### src/hdl/plrc_pkg.sv
// package of types and constants for the packet loss report controller
`timescale 1ns / 1ps

package plrc_pkg;

    localparam logic [1:0] MODE_LOST = 2'd0;
    localparam logic [1:0] MODE_RECV = 2'd1;
    localparam logic [1:0] MODE_PEER = 2'd2;

    localparam logic [1:0] KIND_REPORT   = 2'd0;
    localparam logic [1:0] KIND_FRACTION = 2'd1;
    localparam logic [1:0] KIND_REJECTED = 2'd2;

    localparam logic [1:0] CFG_SEND_INTERVAL = 2'd0;
    localparam logic [1:0] CFG_MIN_EVENTS    = 2'd1;
    localparam logic [1:0] CFG_NOTIFY_EN     = 2'd2;

    localparam logic [15:0] SEND_INTERVAL_RST = 16'd950;
    localparam logic [15:0] MIN_EVENTS_RST    = 16'd30;
    localparam logic        NOTIFY_EN_RST     = 1'b1;

    localparam logic [15:0] EVENTS_MAX = 16'hFFFF;

    localparam int FRAC_W     = 17;
    localparam int DIV_CNT_W  = 5;
    localparam logic [DIV_CNT_W-1:0] DIV_FIRST = DIV_CNT_W'(FRAC_W - 1);

    localparam int IN_DATA_W  = 128;
    localparam int OUT_DATA_W = 88;

    typedef struct packed {
        logic capture;
        logic eval;
        logic div_step;
        logic load_frac;
    } plrc_cmd_t;

    typedef struct packed {
        logic out_free;
        logic need_div;
        logic div_last;
    } plrc_stat_t;

    typedef enum logic [3:0] {
        ST_IDLE = 4'b0001,
        ST_EVAL = 4'b0010,
        ST_DIV  = 4'b0100,
        ST_FRAC = 4'b1000
    } plrc_state_t;

endpackage

### src/hdl/plrc_ctrl.sv
// controller state machine: sequences capture, evaluation, division and result load
`timescale 1ns / 1ps

module plrc_ctrl
(
    input  logic                 clk,
    input  logic                 rst_n,
    input  logic                 in_valid,
    output logic                 in_ready,
    input  plrc_pkg::plrc_stat_t stat,
    output plrc_pkg::plrc_cmd_t  cmd
);

    plrc_pkg::plrc_state_t state_reg;
    plrc_pkg::plrc_state_t state_next;

    always_ff @(posedge clk or negedge rst_n)
    begin
        if (!rst_n)
        begin
            state_reg <= plrc_pkg::ST_IDLE;
        end
        else
        begin
            state_reg <= state_next;
        end
    end

    always_comb
    begin
        state_next = state_reg;
        cmd        = '0;
        in_ready   = 1'b0;
        unique case (state_reg)
            plrc_pkg::ST_IDLE:
            begin
                in_ready    = 1'b1;
                cmd.capture = in_valid;
                if (in_valid)
                begin
                    state_next = plrc_pkg::ST_EVAL;
                end
            end
            plrc_pkg::ST_EVAL:
            begin
                if (stat.out_free)
                begin
                    cmd.eval   = 1'b1;
                    state_next = stat.need_div ? plrc_pkg::ST_DIV : plrc_pkg::ST_IDLE;
                end
            end
            plrc_pkg::ST_DIV:
            begin
                cmd.div_step = 1'b1;
                if (stat.div_last)
                begin
                    state_next = plrc_pkg::ST_FRAC;
                end
            end
            plrc_pkg::ST_FRAC:
            begin
                if (stat.out_free)
                begin
                    cmd.load_frac = 1'b1;
                    state_next    = plrc_pkg::ST_IDLE;
                end
            end
            default:
            begin
                state_next = plrc_pkg::ST_IDLE;
            end
        endcase
    end

endmodule

### src/hdl/plrc_datapath.sv
// datapath: configuration, totals, timers, restoring divider and output register
`timescale 1ns / 1ps

module plrc_datapath
(
    input  logic                               clk,
    input  logic                               rst_n,
    input  logic                               cfg_valid,
    input  logic [1:0]                         cfg_index,
    input  logic [15:0]                        cfg_data,
    input  logic [1:0]                         in_mode,
    input  logic [31:0]                        in_byte_count,
    input  logic [31:0]                        in_peer_lost,
    input  logic [31:0]                        in_peer_received,
    input  logic [31:0]                        in_now_ms,
    input  logic                               out_ready,
    output logic                               out_valid,
    output logic [1:0]                         out_kind,
    output logic [31:0]                        out_report_lost,
    output logic [31:0]                        out_report_received,
    output logic [plrc_pkg::FRAC_W-1:0]        out_loss_fraction,
    input  plrc_pkg::plrc_cmd_t                cmd,
    output plrc_pkg::plrc_stat_t               stat
);

    logic [15:0] send_interval_reg;
    logic [15:0] min_events_reg;
    logic        notify_en_reg;

    logic [1:0]  mode_reg;
    logic [31:0] bytes_reg;
    logic [31:0] plost_reg;
    logic [31:0] precv_reg;
    logic [31:0] now_reg;

    logic [31:0] lost_total_reg;
    logic [31:0] recv_total_reg;
    logic [15:0] events_reg;
    logic [31:0] last_report_reg;
    logic [31:0] last_peer_reg;

    logic [32:0] rem_reg;
    logic [32:0] divisor_reg;
    logic        low_bit_reg;
    logic [plrc_pkg::FRAC_W-1:0] quo_reg;
    logic [plrc_pkg::DIV_CNT_W-1:0] div_cnt_reg;

    logic        out_valid_reg;
    logic [1:0]  out_kind_reg;
    logic [31:0] out_lost_reg;
    logic [31:0] out_recv_reg;
    logic [plrc_pkg::FRAC_W-1:0] out_frac_reg;

    logic        is_lost;
    logic        is_recv;
    logic        is_peer;
    logic [31:0] lost_new;
    logic [31:0] recv_new;
    logic [15:0] events_new;
    logic [31:0] report_elapsed;
    logic [31:0] peer_elapsed;
    logic        report_due;
    logic        peer_early;
    logic        emit_report;
    logic [33:0] trial;
    logic [33:0] trial_diff;
    logic        trial_ge;

    // evaluation of the captured word
    always_comb
    begin
        is_lost        = (mode_reg == plrc_pkg::MODE_LOST) && (bytes_reg != 32'd0);
        is_recv        = (mode_reg == plrc_pkg::MODE_RECV) && (bytes_reg != 32'd0);
        is_peer        = (mode_reg == plrc_pkg::MODE_PEER);
        lost_new       = is_lost ? lost_total_reg + bytes_reg : lost_total_reg;
        recv_new       = is_recv ? recv_total_reg + bytes_reg : recv_total_reg;
        events_new     = (is_recv && (events_reg != plrc_pkg::EVENTS_MAX))
                       ? events_reg + 16'd1 : events_reg;
        report_elapsed = now_reg - last_report_reg;
        peer_elapsed   = now_reg - last_peer_reg;
        report_due     = (is_lost || is_recv) && (events_new > min_events_reg)
                       && (report_elapsed > {16'd0, send_interval_reg});
        peer_early     = peer_elapsed < {16'd0, send_interval_reg};
        emit_report    = report_due && (lost_new != 32'd0);
    end

    // one restoring division step
    always_comb
    begin
        trial      = {rem_reg, low_bit_reg};
        trial_diff = trial - {1'b0, divisor_reg};
        trial_ge   = trial >= {1'b0, divisor_reg};
    end

    assign stat.out_free = !out_valid_reg || out_ready;
    assign stat.need_div = is_peer && !peer_early && (plost_reg != 32'd0) && notify_en_reg;
    assign stat.div_last = (div_cnt_reg == '0);

    always_ff @(posedge clk or negedge rst_n)
    begin
        if (!rst_n)
        begin
            send_interval_reg <= plrc_pkg::SEND_INTERVAL_RST;
            min_events_reg    <= plrc_pkg::MIN_EVENTS_RST;
            notify_en_reg     <= plrc_pkg::NOTIFY_EN_RST;
        end
        else if (cfg_valid)
        begin
            unique case (cfg_index)
                plrc_pkg::CFG_SEND_INTERVAL: send_interval_reg <= cfg_data;
                plrc_pkg::CFG_MIN_EVENTS:    min_events_reg    <= cfg_data;
                plrc_pkg::CFG_NOTIFY_EN:     notify_en_reg     <= cfg_data[0];
                default:
                begin
                end
            endcase
        end
    end

    always_ff @(posedge clk)
    begin
        if (cmd.capture)
        begin
            bytes_reg <= in_byte_count;
            plost_reg <= in_peer_lost;
            precv_reg <= in_peer_received;
            now_reg   <= in_now_ms;
        end
    end

    always_ff @(posedge clk or negedge rst_n)
    begin
        if (!rst_n)
        begin
            mode_reg        <= plrc_pkg::MODE_LOST;
            lost_total_reg  <= '0;
            recv_total_reg  <= '0;
            events_reg      <= '0;
            last_report_reg <= '0;
            last_peer_reg   <= '0;
        end
        else
        begin
            if (cmd.capture)
            begin
                mode_reg <= in_mode;
            end
            if (cmd.eval)
            begin
                if (report_due)
                begin
                    lost_total_reg  <= '0;
                    recv_total_reg  <= '0;
                    events_reg      <= '0;
                    last_report_reg <= now_reg;
                end
                else
                begin
                    lost_total_reg <= lost_new;
                    recv_total_reg <= recv_new;
                    events_reg     <= events_new;
                end
                if (is_peer && !peer_early)
                begin
                    last_peer_reg <= now_reg;
                end
            end
        end
    end

    // divider, quotient width bounded since lost never exceeds the sum
    always_ff @(posedge clk or negedge rst_n)
    begin
        if (!rst_n)
        begin
            div_cnt_reg <= '0;
        end
        else if (cmd.eval)
        begin
            div_cnt_reg <= plrc_pkg::DIV_FIRST;
        end
        else if (cmd.div_step && (div_cnt_reg != '0))
        begin
            div_cnt_reg <= div_cnt_reg - plrc_pkg::DIV_CNT_W'(1);
        end
    end

    always_ff @(posedge clk)
    begin
        if (cmd.eval)
        begin
            rem_reg     <= {2'b00, plost_reg[31:1]};
            divisor_reg <= {1'b0, plost_reg} + {1'b0, precv_reg};
            low_bit_reg <= plost_reg[0];
            quo_reg     <= '0;
        end
        else if (cmd.div_step)
        begin
            rem_reg     <= trial_ge ? trial_diff[32:0] : trial[32:0];
            low_bit_reg <= 1'b0;
            quo_reg     <= {quo_reg[plrc_pkg::FRAC_W-2:0], trial_ge};
        end
    end

    always_ff @(posedge clk or negedge rst_n)
    begin
        if (!rst_n)
        begin
            out_valid_reg <= 1'b0;
        end
        else if ((cmd.eval && (emit_report || (is_peer && peer_early))) || cmd.load_frac)
        begin
            out_valid_reg <= 1'b1;
        end
        else if (out_ready)
        begin
            out_valid_reg <= 1'b0;
        end
    end

    always_ff @(posedge clk)
    begin
        if (cmd.eval && emit_report)
        begin
            out_kind_reg <= plrc_pkg::KIND_REPORT;
            out_lost_reg <= lost_new;
            out_recv_reg <= recv_new;
            out_frac_reg <= '0;
        end
        else if (cmd.eval && is_peer && peer_early)
        begin
            out_kind_reg <= plrc_pkg::KIND_REJECTED;
            out_lost_reg <= '0;
            out_recv_reg <= '0;
            out_frac_reg <= '0;
        end
        else if (cmd.load_frac)
        begin
            out_kind_reg <= plrc_pkg::KIND_FRACTION;
            out_lost_reg <= '0;
            out_recv_reg <= '0;
            out_frac_reg <= quo_reg;
        end
    end

    assign out_valid           = out_valid_reg;
    assign out_kind            = out_kind_reg;
    assign out_report_lost     = out_lost_reg;
    assign out_report_received = out_recv_reg;
    assign out_loss_fraction   = out_frac_reg;

endmodule

### src/hdl/packet_loss_report_controller_core.sv
// top level of the packet loss report controller
//
// channel   direction  handshake                    payload
// s_axis    in         s_axis_tvalid/s_axis_tready  tuser mode, tdata counts and time
// m_axis    out        m_axis_tvalid/m_axis_tready  tuser kind, tdata totals and fraction
// cfg       in         cfg_valid/cfg_ready          cfg_index, cfg_data
//
// a lost or received word goes through capture, then evaluate and update
// a peer word with a fraction goes through capture, evaluate, the 17-step restoring divider and fraction load
// evaluate and fraction load wait while a held result is not taken
// rst_n clears control, totals, timers and configuration at once
`timescale 1ns / 1ps

module packet_loss_report_controller_core
(
    input  logic                                 clk,
    input  logic                                 rst_n,
    input  logic                                 s_axis_tvalid,
    output logic                                 s_axis_tready,
    // byte_count, peer_lost, peer_received, now_ms
    input  logic [plrc_pkg::IN_DATA_W-1:0]       s_axis_tdata,
    // mode
    input  logic [1:0]                           s_axis_tuser,
    output logic                                 m_axis_tvalid,
    input  logic                                 m_axis_tready,
    // report_lost, report_received, loss_fraction, zero fill
    output logic [plrc_pkg::OUT_DATA_W-1:0]      m_axis_tdata,
    // result_kind
    output logic [1:0]                           m_axis_tuser,
    input  logic                                 cfg_valid,
    output logic                                 cfg_ready,
    input  logic [1:0]                           cfg_index,
    input  logic [15:0]                          cfg_data
);

    plrc_pkg::plrc_cmd_t  cmd;
    plrc_pkg::plrc_stat_t stat;

    logic [31:0]                  report_lost;
    logic [31:0]                  report_received;
    logic [plrc_pkg::FRAC_W-1:0]  loss_fraction;

    assign cfg_ready = 1'b1;

    plrc_ctrl u_ctrl
    (
        .clk      (clk),
        .rst_n    (rst_n),
        .in_valid (s_axis_tvalid),
        .in_ready (s_axis_tready),
        .stat     (stat),
        .cmd      (cmd)
    );

    plrc_datapath u_datapath
    (
        .clk                 (clk),
        .rst_n               (rst_n),
        .cfg_valid           (cfg_valid),
        .cfg_index           (cfg_index),
        .cfg_data            (cfg_data),
        .in_mode             (s_axis_tuser),
        .in_byte_count       (s_axis_tdata[31:0]),
        .in_peer_lost        (s_axis_tdata[63:32]),
        .in_peer_received    (s_axis_tdata[95:64]),
        .in_now_ms           (s_axis_tdata[127:96]),
        .out_ready           (m_axis_tready),
        .out_valid           (m_axis_tvalid),
        .out_kind            (m_axis_tuser),
        .out_report_lost     (report_lost),
        .out_report_received (report_received),
        .out_loss_fraction   (loss_fraction),
        .cmd                 (cmd),
        .stat                (stat)
    );

    assign m_axis_tdata = {7'd0, loss_fraction, report_received, report_lost};

endmodule

### config.mk
export PLATFORM = sky130hd
export DESIGN_NAME = packet_loss_report_controller_core
export DESIGN_NICKNAME = d
export VERILOG_FILES = /design/src/hdl/plrc_pkg.sv /design/src/hdl/plrc_ctrl.sv /design/src/hdl/plrc_datapath.sv /design/src/hdl/packet_loss_report_controller_core.sv
export SDC_FILE = /design/constraint.sdc
export NUM_CORES = 1
export LEC_CHECK = 0
export BUFFER_PORTS_ARGS = -buffer_cell sky130_fd_sc_hd__buf_4
export CAP_MARGIN = 10
export CORE_UTILIZATION = 65
export DETAILED_ROUTE_END_ITERATION = 10
export PLACE_DENSITY_LB_ADDON = 0.05
export RECOVER_POWER = 50
export SETUP_SLACK_MARGIN = 0.1
export SLEW_MARGIN = 20
export SYNTH_ARGS = -nofsm -noshare
export SYNTH_HDL_FRONTEND = slang
export SYNTH_SLANG_ARGS = --single-unit
### constraint.sdc
create_clock -name clk -period 9.2 [get_ports clk]
set_input_delay 1.38 -clock clk [delete_from_list [all_inputs] [get_ports clk]]
set_output_delay 1.38 -clock clk [all_outputs]
set_load 0.05 [all_outputs]
==> results of run 1 <==
==> worst paths after layout <==
path / from / end / slack (ns) / cells after the start
setup / recovery: u_datapath.last_report_reg[0] / u_datapath.out_report_received[27] / 2.11 / 22
hold / removal: u_datapath.quo_reg[15] / u_datapath.quo_reg[16] / 0.45 / 2
setup reg to reg: u_datapath.last_report_reg[0] / u_datapath.out_report_received[27] / 2.11 / 22
hold reg to reg: u_datapath.quo_reg[15] / u_datapath.quo_reg[16] / 0.45 / 2
max in group asynchronous: rst_n / u_datapath.last_peer_reg[21] / 2.26 / 1
min in group asynchronous: rst_n / u_datapath.recv_total_reg[28] / 3.24 / 1
==> placed cells by master (no fill, tap or decap), drive strengths merged, types with 22 or more instances in the layout <==
master and count:
buf 38, nor3 49, a22o 26, nand2b 40
o31ai 38, mux2 27, a21oi 257, nor2 193
edfxtp 257, o21ai 248, a31oi 22, o21a 35
inv 191, ha 239, xnor2 92, dfrtp 176
dfxtp 38, xor2 59, a21o 97, nor4 30
nor2b 48, clkbuf 282, nand3 68, and3 31
nand2 401, nand4 45, mux2i 45
==> area by class of cell <==
| class | count | share of cell area [%] |
|---|---|---|
| Sequential cell | 484 | 39.7 |
| Timing Repair Buffer | 254 | 4.44 |
| Clock buffer | 66 | 4.25 |
| Multi-Input combinational cell | 2339 | 46.4 |
| Antenna cell | 1 | 0.00751 |
| Tap cell | 600 | 2.25 |
| Clock inverter | 30 | 0.819 |
| Inverter | 188 | 2.12 |
==> worst register-to-register path, delay by kind of cell, from the launching register on <==
kind / cells / cell delay, ns
and+or+nand+nor: 10 / 2.58
AOI/OAI and AO/OA: 6 / 1.95
adders and majority gates: 3 / 0.93
buffers and inverters: 2 / 0.83
DFF: 1 / 0.38
xor gates and xnor gates: 1 / 0.07
==> through the flow <==
step	area [um2]	worst slack, ns	utilization (%)
3_5_place_dp	32100	2.19	70.7
2_1_floorplan	29900	2.93	-
3_3_place_gp	32100	2.29	70.7
5_1_grt	33300	1.01	73.4
4_1_cts	33800	2.14	74.4
6_report	33300	2.11	73.4
==> routing by layer <==
metal  share of wire [%]  wire (um)  global-route usage (%)  vias up
li1                    -          -                       -    11700
met1                  45      34900                    48.6    11800
met2                  45      35600                    52.8     1007
met3                 6.7       5200                    3.62      163
met4                 3.2       2510                    10.9        0
met5                   0          0                       0        -
==> logic make-up (layout without fill, tap and decap cells) <==
family	after synthesis	count (layout)	share of synthesized area, %
buf+inv	318	538	4.24
mux	72	72	2.53
flops	484	484	44.3
compound gates	890	890	18.9
xor+xnor	151	151	4.43
simple gates	973	973	15.2
fa+ha+maj	245	245	10.4
other cells	2	9	0.0251
==> power breakdown <==
group | switching, mW | internal (mW)
Sequential | 0.242 | 2.63
Combinational | 1.93 | 1.24
Clock | 0.900 | 1.18
Total | 3.08 | 5.05
==> out/results.ini, run 1 <==
[cts]
clockBufferDepth = 3
cts_resized = 0
postCtsSetupRepairBufs = 0
htreeDepth = 2
cts_tree = built
clockRootBuffer = clkbuf_16
cts_sinks = 484
insertion_delay_ns = 0.61
cts_buffers = 51
postCtsHoldBufs = 0
clkTransAtPathRegs_ns = 0.06

[detailed_routing]
vias_per_cell = 6.25
drc = 0
num_vias = 24700
avgRoutedWirePerCell_um = 19.7
drtAntennaViolNets = 0
first_pass_iters = 8
routed_wl_um = 78200
drtIter0Drc = 2407

[critical_path]
critPathCaptureType = flip-flop
required_ns = 9.49
cp_top_family = simple AND/OR/NAND/NOR gates
critPathBufInv = 2
crit_path_start_kind = flip-flop
crit_arrival_ns = 7.38
worstSetupPathType = flip-flop to flip-flop
critPathSlowestCell = a21boi_2
slowest_delay_ns = 0.62
crit_chain = ha_1 > fa_1 > and2b_1 > nor3_1 > o31a_1 > o31ai_4 > nand3_1 > nand2_1 > xor2_1 > ha_1 > nand4_1 > or2_2 > or3_1 > o21ai_0 > o2111ai_1 > nor4_1 > a41oi_4 > buf_4 > and2_2 > a21boi_2 > nand2_2 > buf_4
path_max_fanout = 51

[synth]
synth_ff_type = edfxtp_1
synth_largest_area_cell = edfxtp_1
synth_edf_count = 257
synth_top_area_share_pct = 25.8
synthCells = 3135
synth_cell_type_count = 92
syn_area_um2 = 29900
yosysMostFrequentCell = nand2_1
yosys-top-cells-area = edfxtp_1 (26%), dfrtp_1 (15%), ha_1 (10%)
synth_common_cells = nand2_1 (400), a21oi_1 (257), edfxtp_1 (257)
ys_warn_count = 0
synth_seq_cells = 484
syn_area_per_cell_um2 = 9.53
async_flop_share_pct = 39.0
seq_area_frac_synth_pct = 44.3

[grt]
grt_remaining_overflow = 0
grt_pass1_vias = 23700
antenna_found_initial = 1
grt_max_degree = 118
gr-usage-all-layers_pct = 33.5
grt_pass1_wl_um = 125000

[floorplan]
die_y_um = 216
initial_core_util_pct = 65.8
die_w_um = 216
num_rows = 78
core_area_um2 = 45400
ios = 246
die_area_um2 = 46800

[layout]
drive_above_1_share_pct = 9.07
multi_input_area_um2 = 15500
final_cells = 3962
fillers = 3341
seqCellArea_um2 = 13200
area_growth_pct = 11.5
nets = 3716

[timing]
finalCritPeriodShare_pct = 77.1
tightest_slew_ns = 6.58
rsz0062_at_grt = false
setup_viol = 0
maxSlewViolCount = 205
layout_min_cycle_time_ns = 7.09
fin_skew_ns = 0.0151
hold_slack_ns = 0.455
finalSetupTns_ns = 0
fmax_mhz = 141
final-hold-violation-count = 0
max-slew-margin-rel_pct = -339

[pwr]
p_total_mw = 8.13
irDropWorstVdd_mv = 0.183
p_per_area_nw_per_um2 = 244
p_leak_nw = 14.7

[worst_hold_path]
holdCritPathClass = flip-flop to flip-flop

[flow_run]
drv_cap = 3

[placement]
placedCellCount = 3865
io_buffers = 237
gp_congestion = 0.987
dp_hpwl_um = 57900

[status]
failed_checks = max-capacitance violations, max-slew violations
status = finished with violations

(Power assumes the default switching activity.)
==> run 2, diff against run 1 <==
CORE_UTILIZATION = 55   (was 65)
clock period = 6.4 ns   (was 9.2 ns; I/O delays follow)
==> out/results.ini, run 2 (synthesis gave the netlist of run 1 again) <==
[timing]
fin_ws_ns = 0.394  ; was 2.11 ns
setup_viol = 0  ; unchanged
finalSetupTns_ns = 0  ; unchanged
maxSlewViolCount = 282  ; was 205
fin_skew_ns = 0.0220  ; was 0.0151 ns
fmax_mhz = 167  ; was 141 MHz
finalCritPeriodShare_pct = 93.8  ; was 77.1%
max-slew-margin-rel_pct = -154  ; was -339%
final-hold-violation-count = 0  ; unchanged
tightest_slew_ns = 3.81  ; was 6.58 ns
hold_slack_ns = 0.458  ; was 0.455 ns
layout_min_cycle_time_ns = 6.01  ; was 7.09 ns
rsz0062_at_grt = false  ; unchanged

[layout]
area_growth_pct = 13.0  ; was 11.5%
layout_commonest_cell = nand2_1  ; unchanged
fillers = 4502  ; was 3341
design_area_um2 = 33800  ; was 33300 um2
diodes = 0  ; was 1
mostFrequentLayoutCells = nand2_1 (398), a21oi_1 (257), edfxtp_1 (257)  ; was nand2_1 (397), a21oi_1 (257), edfxtp_1 (257)
drive_above_1_share_pct = 9.87  ; was 9.07%
nets = 3728  ; was 3716

[cts]
htreeDepth = 2  ; unchanged
cts_sinks = 484  ; unchanged
cts_buffers = 53  ; was 51
insertion_delay_ns = 0.62  ; was 0.61 ns
clkTransAtPathRegs_ns = 0.07  ; was 0.06 ns
cts_tree = built  ; unchanged
postCtsSetupRepairBufs = 0  ; unchanged
clockBufferDepth = 3  ; unchanged
postCtsHoldBufs = 0  ; unchanged
clockRootBuffer = clkbuf_16  ; unchanged

[status]
status = finished with violations  ; unchanged
failed_checks = max-capacitance violations, max-slew violations  ; unchanged

[critical_path]
path_max_fanout = 14  ; was 51
crit_arrival_ns = 6.54  ; was 7.38 ns
slowest_delay_ns = 0.52  ; was 0.62 ns
r2r_cells = 21  ; was 22
cp_top_family = simple AND/OR/NAND/NOR gates  ; unchanged
cp_common_cell = ha_1
crit_chain = inv_1 > ha_1 > fa_1 > and2b_1 > nor3_1 > o31a_1 > o31ai_4 > nand3_1 > nand2_1 > xor2_1 > ha_1 > nand4_1 > or2_2 > or3_1 > o21ai_0 > o2111ai_1 > nor4_1 > a41oi_4 > nand2b_1 > nor2_4 > a22o_1  ; was ha_1 > fa_1 > and2b_1 > nor3_1 > o31a_1 > o31ai_4 > nand3_1 > nand2_1 > xor2_1 > ha_1 > nand4_1 > or2_2 > or3_1 > o21ai_0 > o2111ai_1 > nor4_1 > a41oi_4 > buf_4 > and2_2 > a21boi_2 > nand2_2 > buf_4
critPathSlowestCell = nor4_1  ; was a21boi_2
critPathBufInv = 1  ; was 2
critPathCaptureType = flip-flop  ; unchanged
crit_path_start_kind = flip-flop  ; unchanged
required_ns = 6.94  ; was 9.49 ns
r2r_end = u_datapath.recv_total_reg[7]  ; was u_datapath.out_report_received[27]
worstSetupPathType = flip-flop to flip-flop  ; unchanged
ff2ff_setup_slack_ns = 0.39  ; was 2.11 ns
r2r-start = u_datapath.now_reg[0]  ; was u_datapath.last_report_reg[0]

[floorplan]
die_area_um2 = 55300  ; was 46800 um2
ios = 246  ; unchanged
die_w_um = 235  ; was 216 um
die_y_um = 235  ; was 216 um
core_area_um2 = 53700  ; was 45400 um2
num_rows = 85  ; was 78
initial_core_util_pct = 55.6  ; was 65.8%

[grt]
grt_max_degree = 85  ; was 118
grt_pass1_vias = 23600  ; was 23700
antenna_found_initial = 0  ; was 1
grt_remaining_overflow = 0  ; unchanged
grt_pass1_wl_um = 129000  ; was 125000 um
gr-usage-all-layers_pct = 29.1  ; was 33.5%

[placement]
gp_congestion = 0.937  ; was 0.987
dp_slack_ns = 0.411  ; was 2.19 ns
io_buffers = 237  ; unchanged
placed_area_um2 = 32300  ; was 32100 um2
dp_hpwl_um = 60600  ; was 57900 um

[pwr]
switching_share_pct = 37.3  ; was 37.9%
clockPowerShare_pct = 27.0  ; was 25.6%
p_comb_share_pct = 38.4  ; was 39.1%
power_frac_seq_pct = 34.6  ; was 35.3%
internal_power_mw = 7.47  ; was 5.05 mW
p_leak_nw = 14.9  ; was 14.7 nW
irDropWorstVdd_mv = 0.280  ; was 0.183 mV
p_switching_mw = 4.45  ; was 3.08 mW
p_per_area_nw_per_um2 = 353  ; was 244 nW/um2

[detailed_routing]
drtIter0Drc = 1804  ; was 2407
num_vias = 24500  ; was 24700
vias_per_cell = 6.01  ; was 6.25
drc = 0  ; unchanged
drtAntennaViolNets = 0  ; unchanged
first_pass_iters = 6  ; was 8
avgRoutedWirePerCell_um = 20.0  ; was 19.7 um
routed_wl_um = 81300  ; was 78200 um

[flow_run]
drv_cap = 4  ; was 3

[worst_hold_path]
worstHoldStart = u_datapath.quo_reg[15]  ; unchanged
worstHoldPathCells = 2  ; unchanged
holdCritPathClass = flip-flop to flip-flop  ; unchanged
worstHoldEndpoint = u_datapath.quo_reg[16]  ; unchanged

-- run 2: cell count changes in the layout (fill, tap and decap cells not counted), sizes merged --
cell and delta:
inv -2, buf +9, clkinv +2, bufinv +3, diode -1, clkbuf +5, clkinvlp -3
-- run 2: how the worst max path moves through the flow --
stage                               start                            endpoint  slack [ns]  cells past startpoint
CTS                 u_datapath.now_reg[1]   u_datapath.out_report_received[4]        0.36                     22
global route        u_datapath.now_reg[0]       u_datapath.out_report_lost[2]         0.1                     22
global placement    u_datapath.now_reg[1]  u_datapath.out_report_received[28]        0.52                     22
floorplan           u_datapath.now_reg[1]       u_datapath.out_report_lost[0]        0.13                     22
finish              u_datapath.now_reg[0]        u_datapath.recv_total_reg[7]        0.39                     21
detailed placement  u_datapath.now_reg[1]  u_datapath.out_report_received[28]        0.41                     22
-- run 2: per-stage QoR --
stage | std cells | utilization [%] | total power [mW]
global placement | 3970 | 60.1 | 8.58
finish | 4071 | 62.9 | 11.9
detailed placement | 3971 | 60.2 | 8.68
global route | 4071 | 62.9 | 12.6
CTS | 4071 | 63.6 | 11.9
floorplan | 3141 | - | 7.45
-- run 2: cell type report --
type                    count  area (um2)  share of cell area (%)
multi-input cells        2339       15500                    45.8
flip-flops and latches    484       13200                    39.2
repair buffers            264        1660                    4.92
clock buffers              70        1500                    4.46
well taps                 696         871                    2.58
inverters                 188         706                    2.09
clock inverters            30         332                   0.982
-- run 2: power by group through the flow --
stage	clock network, mW	logic [mW]	registers (mW)
2_1_floorplan	0	3.41	4.04
3_3_place_gp	0	4.42	4.15
3_5_place_dp	0	4.51	4.17
4_1_cts	3.27	4.54	4.11
5_1_grt	3.38	5.09	4.17
6_report	3.21	4.58	4.12
-- run 2: what timing repair did --
item                                    in CTS  in global routing
resized for setup                            0                  1
endpoints found under the hold margin        0                  0
endpoints found under the setup margin       0                 38
-- run 2: metal layers --
layer  vias to the layer above  wire [um]  GRT usage, %
met5                         -          0             0
li1                      11700          -             -
met1                     11800      37400          41.4
met2                       832      37200          46.9
met3                       120       4710          3.34
met4                         0       2110          8.69
-- run 2: worst register-to-register path, stage by stage (launching register included) --
cell and delay (ns):
edfxtp_1 0.34, inv_1 0.07, ha_1 0.21, fa_1 0.42, and2b_1 0.24, nor3_1 0.05
o31a_1 0.36, o31ai_4 0.48, nand3_1 0.13, nand2_1 0.09, xor2_1 0.06, ha_1 0.30
nand4_1 0.13, or2_2 0.33, or3_1 0.36, o21ai_0 0.19, o2111ai_1 0.17, nor4_1 0.52
a41oi_4 0.26, nand2b_1 0.49, nor2_4 0.51, a22o_1 0.21
